--- src/imuma_pkg.sv ---
// Shared constants, types and reciprocal table of the IMU offset and moving-average block.
`default_nettype none

package imuma_pkg;

   // Window geometry
   localparam int WINDOW_DEPTH = 20;
   localparam int AXES         = 3;

   // Field widths
   localparam int RAW_W       = 16;
   localparam int ACCEL_OFF_W = 17;
   localparam int GYRO_OFF_W  = 16;
   localparam int ACCEL_W     = 18;
   localparam int GYRO_W      = 17;
   localparam int MEAN_W      = 21;

   // Configuration port
   localparam int CSR_IDX_W  = 3;
   localparam int CSR_DATA_W = 17;

   // Derived sizes of the window state
   localparam int SLOT_W = (WINDOW_DEPTH > 2) ? $clog2(WINDOW_DEPTH) : 1;
   localparam int CNT_W  = $clog2(WINDOW_DEPTH + 1);
   localparam int SUM_W  = GYRO_W + $clog2(WINDOW_DEPTH);
   localparam int NUM_W  = SUM_W + 4;
   localparam int MEM_W  = AXES * GYRO_W;
   localparam int SQ_W   = 2 * ACCEL_W;

   // Sanity window on squared magnitude, (0.5 g)^2 and (1.5 g)^2 at 16384 counts/g
   localparam logic [SQ_W-1:0] MAG_LO = SQ_W'(longint'(8192) * 8192);
   localparam logic [SQ_W-1:0] MAG_HI = SQ_W'(longint'(24576) * 24576);

   // Reciprocal table floor(2^RECIP_SHIFT / d), d = 1..64; the shift covers
   // numerators up to 27 bits, enough for any window depth up to 64
   localparam int     RECIP_SHIFT = 27;
   localparam int     RECIP_W     = RECIP_SHIFT + 1;
   localparam int     RECIP_DEPTH = 64;
   localparam int     RECIP_IDX_W = 6;
   localparam longint RECIP_NUM   = longint'(1) << RECIP_SHIFT;

   localparam logic [RECIP_W-1:0] RECIP_TABLE [RECIP_DEPTH] = '{
      RECIP_W'(RECIP_NUM / 1),  RECIP_W'(RECIP_NUM / 2),
      RECIP_W'(RECIP_NUM / 3),  RECIP_W'(RECIP_NUM / 4),
      RECIP_W'(RECIP_NUM / 5),  RECIP_W'(RECIP_NUM / 6),
      RECIP_W'(RECIP_NUM / 7),  RECIP_W'(RECIP_NUM / 8),
      RECIP_W'(RECIP_NUM / 9),  RECIP_W'(RECIP_NUM / 10),
      RECIP_W'(RECIP_NUM / 11), RECIP_W'(RECIP_NUM / 12),
      RECIP_W'(RECIP_NUM / 13), RECIP_W'(RECIP_NUM / 14),
      RECIP_W'(RECIP_NUM / 15), RECIP_W'(RECIP_NUM / 16),
      RECIP_W'(RECIP_NUM / 17), RECIP_W'(RECIP_NUM / 18),
      RECIP_W'(RECIP_NUM / 19), RECIP_W'(RECIP_NUM / 20),
      RECIP_W'(RECIP_NUM / 21), RECIP_W'(RECIP_NUM / 22),
      RECIP_W'(RECIP_NUM / 23), RECIP_W'(RECIP_NUM / 24),
      RECIP_W'(RECIP_NUM / 25), RECIP_W'(RECIP_NUM / 26),
      RECIP_W'(RECIP_NUM / 27), RECIP_W'(RECIP_NUM / 28),
      RECIP_W'(RECIP_NUM / 29), RECIP_W'(RECIP_NUM / 30),
      RECIP_W'(RECIP_NUM / 31), RECIP_W'(RECIP_NUM / 32),
      RECIP_W'(RECIP_NUM / 33), RECIP_W'(RECIP_NUM / 34),
      RECIP_W'(RECIP_NUM / 35), RECIP_W'(RECIP_NUM / 36),
      RECIP_W'(RECIP_NUM / 37), RECIP_W'(RECIP_NUM / 38),
      RECIP_W'(RECIP_NUM / 39), RECIP_W'(RECIP_NUM / 40),
      RECIP_W'(RECIP_NUM / 41), RECIP_W'(RECIP_NUM / 42),
      RECIP_W'(RECIP_NUM / 43), RECIP_W'(RECIP_NUM / 44),
      RECIP_W'(RECIP_NUM / 45), RECIP_W'(RECIP_NUM / 46),
      RECIP_W'(RECIP_NUM / 47), RECIP_W'(RECIP_NUM / 48),
      RECIP_W'(RECIP_NUM / 49), RECIP_W'(RECIP_NUM / 50),
      RECIP_W'(RECIP_NUM / 51), RECIP_W'(RECIP_NUM / 52),
      RECIP_W'(RECIP_NUM / 53), RECIP_W'(RECIP_NUM / 54),
      RECIP_W'(RECIP_NUM / 55), RECIP_W'(RECIP_NUM / 56),
      RECIP_W'(RECIP_NUM / 57), RECIP_W'(RECIP_NUM / 58),
      RECIP_W'(RECIP_NUM / 59), RECIP_W'(RECIP_NUM / 60),
      RECIP_W'(RECIP_NUM / 61), RECIP_W'(RECIP_NUM / 62),
      RECIP_W'(RECIP_NUM / 63), RECIP_W'(RECIP_NUM / 64)
   };

   // Gyro axis tag
   typedef logic [1:0] axis_type;
   localparam axis_type AXIS_LAST = axis_type'(AXES - 1);

   // Control beat into and out of the mean divider
   typedef struct packed {
      logic     valid;
      axis_type axis;
   } div_ctl_type;

   // Register map
   typedef enum logic [CSR_IDX_W-1:0] {
      REG_ACCEL_X_OFFSET = 3'd0,
      REG_ACCEL_Y_OFFSET = 3'd1,
      REG_ACCEL_Z_OFFSET = 3'd2,
      REG_GYRO_X_OFFSET  = 3'd3,
      REG_GYRO_Y_OFFSET  = 3'd4,
      REG_GYRO_Z_OFFSET  = 3'd5
   } csr_reg_type;

endpackage

`default_nettype wire

--- src/imu_offset_moving_average.sv ---
// Top level: IMU offset correction, gyro moving average and accelerometer sanity flag.
//
// One six-axis sample in, one result out. Each axis has its offset subtracted; the
// corrected accelerometer values pass through, and each gyro axis is averaged over a
// ring of the last WINDOW_DEPTH corrected values (mean over the filled entries, counts
// with 4 fraction bits, truncated toward zero). The accelerometer is flagged sane when
// its squared magnitude is strictly between (0.5 g)^2 and (1.5 g)^2. The ring lives in
// one single-port-style memory read at accept and written back in the following cycle. An
// item passes from accept through a ring update after the read, the issue of the three
// gyro sums one per cycle into the shared 4-stage mean divider until the last quotient
// returns, and the load of the result register. The next sample is taken only after
// that load, so a new sample is accepted only once the previous one has reached the
// result register. A new sample is taken while the previous result still waits on rsp;
// that sample then waits before its result load until the older result has left.
// Writing any gyro offset empties the window at once; memory contents are never swept,
// the fill state decides which entries count.
`default_nettype none

module imu_offset_moving_average (
   input  logic                                     clock,
   input  logic                                     reset,
   // configuration
   input  logic                                     csr_wen,
   input  logic        [imuma_pkg::CSR_IDX_W-1:0]   csr_index,
   input  logic        [imuma_pkg::CSR_DATA_W-1:0]  csr_wdata,
   // sample channel
   input  logic                                     req_valid,
   output logic                                     req_ready,
   input  logic signed [imuma_pkg::RAW_W-1:0]       req_accel_x_raw,
   input  logic signed [imuma_pkg::RAW_W-1:0]       req_accel_y_raw,
   input  logic signed [imuma_pkg::RAW_W-1:0]       req_accel_z_raw,
   input  logic signed [imuma_pkg::RAW_W-1:0]       req_gyro_x_raw,
   input  logic signed [imuma_pkg::RAW_W-1:0]       req_gyro_y_raw,
   input  logic signed [imuma_pkg::RAW_W-1:0]       req_gyro_z_raw,
   // result channel
   output logic                                     rsp_valid,
   input  logic                                     rsp_ready,
   output logic signed [imuma_pkg::ACCEL_W-1:0]     rsp_accel_x_out,
   output logic signed [imuma_pkg::ACCEL_W-1:0]     rsp_accel_y_out,
   output logic signed [imuma_pkg::ACCEL_W-1:0]     rsp_accel_z_out,
   output logic signed [imuma_pkg::MEAN_W-1:0]      rsp_gyro_x_mean,
   output logic signed [imuma_pkg::MEAN_W-1:0]      rsp_gyro_y_mean,
   output logic signed [imuma_pkg::MEAN_W-1:0]      rsp_gyro_z_mean,
   output logic                                     rsp_accel_sane
);
   import imuma_pkg::*;

   localparam int STEP_W = 3;

   typedef enum logic [3:0] {
      ST_IDLE = 4'b0001,
      ST_UPD  = 4'b0010,
      ST_DIV  = 4'b0100,
      ST_FIN  = 4'b1000
   } state_type;

   // Offset registers
   logic signed [ACCEL_OFF_W-1:0] accel_off_ff [AXES];
   logic signed [GYRO_OFF_W-1:0]  gyro_off_ff  [AXES];
   logic                          gyro_clear;

   // Control state
   state_type         state_ff, state_in;
   logic [STEP_W-1:0] step_ff, step_in;
   logic [SLOT_W-1:0] slot_ff, slot_in;
   logic              filled_ff, filled_in;
   logic [CNT_W-1:0]  count_ff, count_in;
   logic signed [SUM_W-1:0] sum_ff [AXES];
   logic signed [SUM_W-1:0] sum_in [AXES];
   logic              rsp_valid_ff, rsp_valid_in;
   logic              rsp_load;
   logic              sq_vld_ff;

   // Item data
   logic signed [RAW_W-1:0]   accel_raw [AXES];
   logic signed [RAW_W-1:0]   gyro_raw  [AXES];
   logic signed [ACCEL_W-1:0] accel_ff  [AXES];
   logic signed [GYRO_W-1:0]  gyro_ff   [AXES];
   logic signed [GYRO_W-1:0]  old_val   [AXES];
   logic [MEM_W-1:0]          hist_mem  [WINDOW_DEPTH];
   logic [MEM_W-1:0]          rd_ff;
   logic signed [SQ_W-1:0]    sq_in;
   logic [SQ_W-1:0]           sq_ff;
   logic [SQ_W-1:0]           mag_ff;
   logic signed [MEAN_W-1:0]  mean_ff [AXES];

   // Divider hookup
   logic                   step_live;
   axis_type               axis_sel;
   div_ctl_type            div_issue;
   div_ctl_type            div_done;
   logic signed [MEAN_W-1:0] div_mean;

   // Result registers
   logic signed [ACCEL_W-1:0] rsp_accel_ff [AXES];
   logic signed [MEAN_W-1:0]  rsp_mean_ff  [AXES];
   logic                      rsp_sane_ff;

   logic accept;

   assign accept    = req_valid && req_ready;
   assign req_ready = (state_ff == ST_IDLE);

   always_comb begin
      accel_raw[0] = req_accel_x_raw;
      accel_raw[1] = req_accel_y_raw;
      accel_raw[2] = req_accel_z_raw;
      gyro_raw[0]  = req_gyro_x_raw;
      gyro_raw[1]  = req_gyro_y_raw;
      gyro_raw[2]  = req_gyro_z_raw;
   end

   // Register write decode; any gyro offset write empties the window
   always_comb begin
      gyro_clear = 1'b0;
      if (csr_wen) begin
         case (csr_index) inside
            REG_GYRO_X_OFFSET, REG_GYRO_Y_OFFSET, REG_GYRO_Z_OFFSET: gyro_clear = 1'b1;
            default:                                                 gyro_clear = 1'b0;
         endcase
      end
   end

   always_ff @(posedge clock) begin
      if (reset) begin
         for (int i = 0; i < AXES; i++) begin
            accel_off_ff[i] <= '0;
            gyro_off_ff[i]  <= '0;
         end
      end else if (csr_wen) begin
         unique case (csr_index)
            REG_ACCEL_X_OFFSET: accel_off_ff[0] <= signed'(csr_wdata[ACCEL_OFF_W-1:0]);
            REG_ACCEL_Y_OFFSET: accel_off_ff[1] <= signed'(csr_wdata[ACCEL_OFF_W-1:0]);
            REG_ACCEL_Z_OFFSET: accel_off_ff[2] <= signed'(csr_wdata[ACCEL_OFF_W-1:0]);
            REG_GYRO_X_OFFSET:  gyro_off_ff[0]  <= signed'(csr_wdata[GYRO_OFF_W-1:0]);
            REG_GYRO_Y_OFFSET:  gyro_off_ff[1]  <= signed'(csr_wdata[GYRO_OFF_W-1:0]);
            REG_GYRO_Z_OFFSET:  gyro_off_ff[2]  <= signed'(csr_wdata[GYRO_OFF_W-1:0]);
            default: ;
         endcase
      end
   end

   // Ring entries not yet written since the last clear count as zero
   always_comb begin
      for (int i = 0; i < AXES; i++) begin
         old_val[i] = filled_ff ? signed'(rd_ff[i*GYRO_W +: GYRO_W]) : '0;
      end
   end

   // Sequencer
   always_comb begin
      state_in = state_ff;
      step_in  = step_ff;
      slot_in  = slot_ff;
      filled_in = filled_ff;
      count_in = count_ff;
      sum_in   = sum_ff;
      rsp_load = 1'b0;
      unique case (state_ff)
         ST_IDLE: begin
            if (req_valid) state_in = ST_UPD;
         end
         ST_UPD: begin
            for (int i = 0; i < AXES; i++) begin
               sum_in[i] = sum_ff[i] + SUM_W'(gyro_ff[i]) - SUM_W'(old_val[i]);
            end
            if (slot_ff == SLOT_W'(WINDOW_DEPTH - 1)) begin
               slot_in   = '0;
               filled_in = 1'b1;
               count_in  = CNT_W'(WINDOW_DEPTH);
            end else begin
               slot_in  = slot_ff + SLOT_W'(1);
               count_in = filled_ff ? CNT_W'(WINDOW_DEPTH) : (CNT_W'(slot_ff) + CNT_W'(1));
            end
            step_in  = '0;
            state_in = ST_DIV;
         end
         ST_DIV: begin
            step_in = step_ff + STEP_W'(1);
            if (div_done.valid && (div_done.axis == AXIS_LAST)) state_in = ST_FIN;
         end
         ST_FIN: begin
            if (!rsp_valid_ff || rsp_ready) begin
               rsp_load = 1'b1;
               state_in = ST_IDLE;
            end
         end
         default: state_in = ST_IDLE;
      endcase
      if (gyro_clear) begin
         for (int i = 0; i < AXES; i++) sum_in[i] = '0;
         slot_in   = '0;
         filled_in = 1'b0;
      end
   end

   assign rsp_valid_in = rsp_load || (rsp_valid_ff && !rsp_ready);

   always_ff @(posedge clock) begin
      if (reset) begin
         state_ff     <= ST_IDLE;
         step_ff      <= '0;
         slot_ff      <= '0;
         filled_ff    <= 1'b0;
         count_ff     <= '0;
         rsp_valid_ff <= 1'b0;
         sq_vld_ff    <= 1'b0;
         for (int i = 0; i < AXES; i++) sum_ff[i] <= '0;
      end else begin
         state_ff     <= state_in;
         step_ff      <= step_in;
         slot_ff      <= slot_in;
         filled_ff    <= filled_in;
         count_ff     <= count_in;
         rsp_valid_ff <= rsp_valid_in;
         sq_vld_ff    <= (state_ff == ST_DIV) && step_live;
         sum_ff       <= sum_in;
      end
   end

   // Offset correction at accept
   always_ff @(posedge clock) begin
      if (accept) begin
         for (int i = 0; i < AXES; i++) begin
            accel_ff[i] <= ACCEL_W'(accel_raw[i]) - ACCEL_W'(accel_off_ff[i]);
            gyro_ff[i]  <= GYRO_W'(gyro_raw[i]) - GYRO_W'(gyro_off_ff[i]);
         end
      end
   end

   // History memory: read at the current slot, written back in the following cycle
   always_ff @(posedge clock) begin
      rd_ff <= hist_mem[slot_ff];
      if (state_ff == ST_UPD) begin
         hist_mem[slot_ff] <= {gyro_ff[2], gyro_ff[1], gyro_ff[0]};
      end
   end

   // One axis per cycle into the divider and the squarer
   assign step_live = (step_ff < STEP_W'(AXES));
   assign axis_sel  = step_live ? axis_type'(step_ff) : '0;
   assign sq_in     = accel_ff[axis_sel] * accel_ff[axis_sel];

   always_comb begin
      div_issue.valid = (state_ff == ST_DIV) && step_live;
      div_issue.axis  = axis_sel;
   end

   imuma_mean_div u_mean_div (
      .clock       (clock),
      .reset       (reset),
      .issue       (div_issue),
      .issue_sum   (sum_ff[axis_sel]),
      .issue_count (count_ff),
      .done        (div_done),
      .done_mean   (div_mean)
   );

   // Squared magnitude accumulate and mean capture
   always_ff @(posedge clock) begin
      sq_ff <= unsigned'(sq_in);
      if (state_ff == ST_UPD) begin
         mag_ff <= '0;
      end else if (sq_vld_ff) begin
         mag_ff <= mag_ff + sq_ff;
      end
      if (div_done.valid) begin
         case (div_done.axis)
            axis_type'(0): mean_ff[0] <= div_mean;
            axis_type'(1): mean_ff[1] <= div_mean;
            default:       mean_ff[2] <= div_mean;
         endcase
      end
   end

   // Result register
   always_ff @(posedge clock) begin
      if (rsp_load) begin
         rsp_accel_ff <= accel_ff;
         rsp_mean_ff  <= mean_ff;
         rsp_sane_ff  <= (mag_ff > MAG_LO) && (mag_ff < MAG_HI);
      end
   end

   assign rsp_valid       = rsp_valid_ff;
   assign rsp_accel_x_out = rsp_accel_ff[0];
   assign rsp_accel_y_out = rsp_accel_ff[1];
   assign rsp_accel_z_out = rsp_accel_ff[2];
   assign rsp_gyro_x_mean = rsp_mean_ff[0];
   assign rsp_gyro_y_mean = rsp_mean_ff[1];
   assign rsp_gyro_z_mean = rsp_mean_ff[2];
   assign rsp_accel_sane  = rsp_sane_ff;

   // Checks
   a_div_only_in_div: assert property (@(posedge clock) disable iff (reset)
      div_done.valid |-> (state_ff == ST_DIV))
      else $error("divider result outside divide phase");

   a_accept_to_upd: assert property (@(posedge clock) disable iff (reset)
      accept |=> (state_ff == ST_UPD))
      else $error("accepted beat did not start the ring update");

   a_count_range: assert property (@(posedge clock) disable iff (reset)
      (state_ff == ST_DIV) |-> ((count_ff != '0) && (count_ff <= CNT_W'(WINDOW_DEPTH))))
      else $error("window count out of range during divide");

   a_gyro_clear: assert property (@(posedge clock) disable iff (reset)
      gyro_clear |=> ((slot_ff == '0) && !filled_ff))
      else $error("gyro offset write did not empty the window");

   a_rsp_from_fin: assert property (@(posedge clock) disable iff (reset)
      $rose(rsp_valid_ff) |-> ($past(state_ff) == ST_FIN))
      else $error("result raised outside the result load");

endmodule

`default_nettype wire

--- src/imuma_mean_div.sv ---
// Pipelined signed divide of a window sum (times 16) by the fill count, via reciprocal.
`default_nettype none

module imuma_mean_div (
   input  logic                                  clock,
   input  logic                                  reset,
   input  imuma_pkg::div_ctl_type                issue,
   input  logic signed [imuma_pkg::SUM_W-1:0]    issue_sum,
   input  logic        [imuma_pkg::CNT_W-1:0]    issue_count,
   output imuma_pkg::div_ctl_type                done,
   output logic signed [imuma_pkg::MEAN_W-1:0]   done_mean
);
   import imuma_pkg::*;

   localparam int PROD_W = NUM_W + RECIP_W;
   localparam int FIX_W  = NUM_W + CNT_W;

   // Stage 1: magnitude, scale by 16, reciprocal lookup
   div_ctl_type            ctl1_ff, ctl2_ff, ctl3_ff, done_ff;
   logic                   neg1_ff, neg2_ff, neg3_ff;
   logic [NUM_W-1:0]       num1_ff, num2_ff, num3_ff;
   logic [CNT_W-1:0]       cnt1_ff, cnt2_ff, cnt3_ff;
   logic [RECIP_W-1:0]     rcp1_ff;
   logic [PROD_W-1:0]      prod2_ff;
   logic [NUM_W-1:0]       quo3_ff;
   logic signed [MEAN_W-1:0] mean_ff;

   logic                   neg_in;
   logic [SUM_W-1:0]       mag_in;
   logic [RECIP_IDX_W-1:0] rcp_idx;
   logic [FIX_W-1:0]       fix_prod;
   logic                   bump;
   logic [NUM_W-1:0]       quo_fix;
   logic [NUM_W-1:0]       quo_signed;

   always_comb begin
      neg_in  = issue_sum[SUM_W-1];
      mag_in  = neg_in ? SUM_W'(-issue_sum) : SUM_W'(issue_sum);
      rcp_idx = RECIP_IDX_W'(issue_count) - RECIP_IDX_W'(1);
   end

   // Stage 4: the reciprocal estimate is low by at most one
   always_comb begin
      fix_prod   = FIX_W'(quo3_ff) * FIX_W'(cnt3_ff);
      bump       = FIX_W'(num3_ff) >= (fix_prod + FIX_W'(cnt3_ff));
      quo_fix    = quo3_ff + NUM_W'(bump);
      quo_signed = neg3_ff ? (~quo_fix + NUM_W'(1)) : quo_fix;
   end

   // Control beats
   always_ff @(posedge clock) begin
      if (reset) begin
         ctl1_ff <= '0;
         ctl2_ff <= '0;
         ctl3_ff <= '0;
         done_ff <= '0;
      end else begin
         ctl1_ff <= issue;
         ctl2_ff <= ctl1_ff;
         ctl3_ff <= ctl2_ff;
         done_ff <= ctl3_ff;
      end
   end

   // Data path stages
   always_ff @(posedge clock) begin
      neg1_ff  <= neg_in;
      num1_ff  <= {mag_in, 4'b0000};
      cnt1_ff  <= issue_count;
      rcp1_ff  <= RECIP_TABLE[rcp_idx];

      neg2_ff  <= neg1_ff;
      num2_ff  <= num1_ff;
      cnt2_ff  <= cnt1_ff;
      prod2_ff <= PROD_W'(num1_ff) * PROD_W'(rcp1_ff);

      neg3_ff  <= neg2_ff;
      num3_ff  <= num2_ff;
      cnt3_ff  <= cnt2_ff;
      quo3_ff  <= prod2_ff[RECIP_SHIFT +: NUM_W];

      mean_ff  <= quo_signed[MEAN_W-1:0];
   end

   assign done      = done_ff;
   assign done_mean = mean_ff;

endmodule

`default_nettype wire
--- config.mk ---
export PLATFORM = sky130hd
export DESIGN_NAME = imu_offset_moving_average
export DESIGN_NICKNAME = d
export VERILOG_FILES = /design/src/imuma_pkg.sv /design/src/imu_offset_moving_average.sv /design/src/imuma_mean_div.sv
export SDC_FILE = /design/constraint.sdc
export NUM_CORES = 2
export LEC_CHECK = 0
export BUFFER_PORTS_ARGS = -buffer_cell sky130_fd_sc_hd__buf_4
export CAP_MARGIN = 15
export CELL_PAD_IN_SITES_DETAIL_PLACEMENT = 1
export CELL_PAD_IN_SITES_GLOBAL_PLACEMENT = 2
export CORE_MARGIN = 2
export CORE_UTILIZATION = 30
export CTS_BUF_LIST = sky130_fd_sc_hd__clkbuf_8
export CTS_CLUSTER_DIAMETER = 30
export DETAILED_ROUTE_END_ITERATION = 8
export HOLD_SLACK_MARGIN = 0.15
export PLACE_DENSITY_LB_ADDON = 0.05
export SETUP_SLACK_MARGIN = 0.05
export SLEW_MARGIN = 30
export SYNTH_ARGS = -nofsm -noshare
export SYNTH_HDL_FRONTEND = slang
export SYNTH_SLANG_ARGS = --single-unit
--- constraint.sdc ---
create_clock -name clock -period 11.4 [get_ports clock]
set_clock_uncertainty 0.05 [all_clocks]
set_input_delay 0.57 -clock clock [delete_from_list [all_inputs] [get_ports clock]]
set_output_delay 0.57 -clock clock [all_outputs]
set_load 0.01 [all_outputs]
==> results.cfg <==
[placement]
routabilityCongestion = 0.7880
port-buffer-count = 240
pre_cts_slack_ns = 1.178
dpl_cell_area_um2 = 118100
place_hpwl_mm = 263.4

[detailed_routing]
dr_total_vias = 71790
wl_mm = 377.1
dr.pass1.iters = 5
via_per_inst = 4.797
drt_iter0_drc = 3988
ant_nets = 0
wl_per_cell_um = 25.20
drc_errors = 0

[synth]
ys_seq_elements = 1809
synthCells = 9069
ys_warn_count = 0
synth_top_flop_cell = edfxtp_1
synth.avg_cell_area_um2 = 12.15
synth-edff-count = 1405
ys_seq_area_share_pct = 45.61
synthDistinctLibCells = 92
synthesis.area_um2 = 110200
synth_fp_nets = 10710
synth_async_sr_flop_share_pct = 0

[clocking]
clkTransAtPathRegs_ns = 0.06
clk_latency_ns = 1.14
clkSinkCount = 1809
htree_levels = 5
cts_tree = yes
cts_max_path_buffers = 4
root_buffer = clkbuf_8
cts_buffers = 459
postCtsSetupBuffers = 0

[setup_path]
cp_max_fo = 24
worst-path-stages = 38
cp_slowest_cell = dfxtp_1
arrival_ns = 10.92
r2r_end = u_mean_div.done_mean[20]$_DFF_P_
r2r_slack_ns = 1.44
crit_family = adder cells
critPathCaptureType = flip-flop
cpMostUsedCell = ha_1
worst_r2r_path_depth = 38
worstPathRequired_ns = 12.36
path_class = reg2reg
slowest_delay_ns = 0.90
crit_buf_inv = 4
endpoint = u_mean_div.done_mean[20]$_DFF_P_
startpoint_type = flip-flop
crit_path_start = u_mean_div.cnt3_ff[3]$_DFF_P_
crit-reg2reg-launch = u_mean_div.cnt3_ff[3]$_DFF_P_

[sta]
worst_slew_pin_slew_ns = 1.048
period_needed_ns = 9.959
setup_viol = 0
drv_slew = 0
fin_setup_tns_ns = 0
rsz0062_at_grt = false
fmax_ghz = 0.1004
fin_crit_sh_pct = 87.36
setup_ws_ns = 1.441
maxSlewHeadroom_pct = 30.15
hold_viol = 0

[global_route]
met1_usage_pct = 27.68
grt_overflow = 0
grt_antenna_before_repair = 23
track_usage_pct = 20.25
top_usage_layer = met2
use_met2_pct = 34.26
grt_pass1_vias = 80380
grt_max_degree = 94
use_met3_pct = 2.570
grt_first_pass_wirelength_mm = 555.7

[layout]
fin_nets = 11370
final-seq-area_um2 = 50330
design_area_um2 = 130500
drive_gt1_share_pct = 15.50
area_delta_synth_final_pct = 18.35
fillCellCount = 39100
multiInputGateArea_um2 = 53310

[power_and_ir_drop]
power_mw = 45.19
ir_drop_v = 0.001286
power_density_nw_per_um2 = 346.4
p_leak_nw = 51.99

[floorplan]
initial_core_util_pct = 30.13
num_rows = 222
io_pins = 241
die-height_um = 610.2
fp.coreArea_um2 = 365800
fp.dieW_um = 610.2
die_area_um2 = 372300

[hold_path]
hp-class = reg2reg
hold_depth = 0

[run]
maxCapViolations = 0

[outcome]
outcome = finished, final reports clean
[layout by cell type (no fill, tap or decap), drive strengths merged, types with 212 or more instances in the layout]
| cell | Yosys | routed |
|---|---|---|
| a21oi | 320 | 320 |
| and2 | 338 | 338 |
| buf | 61 | 396 |
| clkbuf | 305 | 493 |
| dfxtp | 404 | 404 |
| edfxtp | 1405 | 1405 |
| fa | 961 | 961 |
| ha | 561 | 561 |
| inv | 1450 | 1546 |
| mux4 | 261 | 261 |
| nand2 | 903 | 903 |
| nor2 | 374 | 374 |
| o21ai | 288 | 288 |
| xnor2 | 212 | 212 |
[worst min-delay path by stage]
stage / from / end
after floorplan: u_mean_div.cnt1_ff[0]$_DFF_P_ / u_mean_div.cnt2_ff[0]$_DFF_P_
after global placement: u_mean_div.num2_ff[10]$_DFF_P_ / u_mean_div.num3_ff[10]$_DFF_P_
final: u_mean_div.num2_ff[21]$_DFF_P_ / u_mean_div.num3_ff[21]$_DFF_P_
after detailed placement: u_mean_div.neg1_ff$_DFF_P_ / u_mean_div.neg2_ff$_DFF_P_
after CTS: u_mean_div.num2_ff[21]$_DFF_P_ / u_mean_div.num3_ff[21]$_DFF_P_
after global routing: u_mean_div.num2_ff[21]$_DFF_P_ / u_mean_div.num3_ff[21]$_DFF_P_
[repair_timing]
| action | CTS | global route |
|---|---|---|
| hold endpoints to repair | 278 | 0 |
| resized for setup | 0 | 0 |
| hold buffers | 163 | 0 |
[per-stage QoR]
step	std cells	hold WS [ns]	util, %
final	14970	0.1689	35.66
after CTS	14950	0.1511	35.65
after detailed placement	13920	0.2632	32.29
after global placement	13920	0.2604	32.28
after floorplan	9069	0.2596	-
after global routing	14960	0.1724	35.66
[where the power goes]
group	leakage, nW	internal [mW]	switching (mW)
combinational	30.3	11.2	15.8
sequential	16.1	8.17	0.830
clock	5.58	5.62	3.55
[Yosys cell counts (212+ instances only)]
cell,instances,share of area [%]
inv_1,1447,4.9
edfxtp_1,1405,38
fa_1,961,17
nand2_1,903,3.1
ha_1,561,6.4
dfxtp_1,404,7.3
nor2_1,374,1.3
and2_1,338,1.9
a21oi_1,319,1.4
clkbuf_1,305,1.0
o21ai_0,271,1.2
mux4_2,261,5.3
xnor2_1,212,1.7
[metal layers]
layer | up-vias | share of wire (%)
met5 | - | 0.012
met4 | 6 | 2.1
met3 | 477 | 3.5
met2 | 1341 | 48
met1 | 37820 | 46
li1 | 32150 | -
[cells by family (layout without fill, tap and decap cells)]
| kind of cell | Yosys count | count (layout) | synth area share, % |
|---|---|---|---|
| compound gates | 1103 | 1103 | 6.296 |
| xor+xnor | 302 | 302 | 2.400 |
| buf+inv | 1825 | 2891 | 6.238 |
| simple gates | 2111 | 2111 | 9.006 |
| flops | 1809 | 1809 | 45.61 |
| fa+ha+maj | 1522 | 1522 | 23.82 |
| other cells | 0 | 15 | 0 |
| mux | 397 | 397 | 6.628 |
[state kept, by name, indices dropped and copies added, names as in the netlist, 21 cells and up]
name	cells
u_mean_div.quo3_ff	26
u_mean_div.num1_ff	22
u_mean_div.done_mean	21
rd_ff	51
u_mean_div.rcp1_ff	28
gyro_ff	51
accel_off_ff	51
accel_ff	54
rsp_gyro_x_mean	21
sq_ff	35
hist_mem	1020
u_mean_div.prod2_ff	26
gyro_off_ff	48
rsp_gyro_y_mean	21
mag_ff	36
sum_ff	66
u_mean_div.num2_ff	22
u_mean_div.num3_ff	22
rsp_gyro_z_mean	21
mean_ff	63
[area by class of cell]
type,count,area share [%]
Timing Repair Buffer,559,3.545
Sequential cell,1809,38.58
Clock inverter,380,2.968
Multi-Input combinational cell,5435,40.86
Tap cell,4816,4.619
Antenna cell,15,0.02877
Clock buffer,493,5.201
Inverter,1459,4.198
Note: power is estimated with default switching activity, not from simulation.
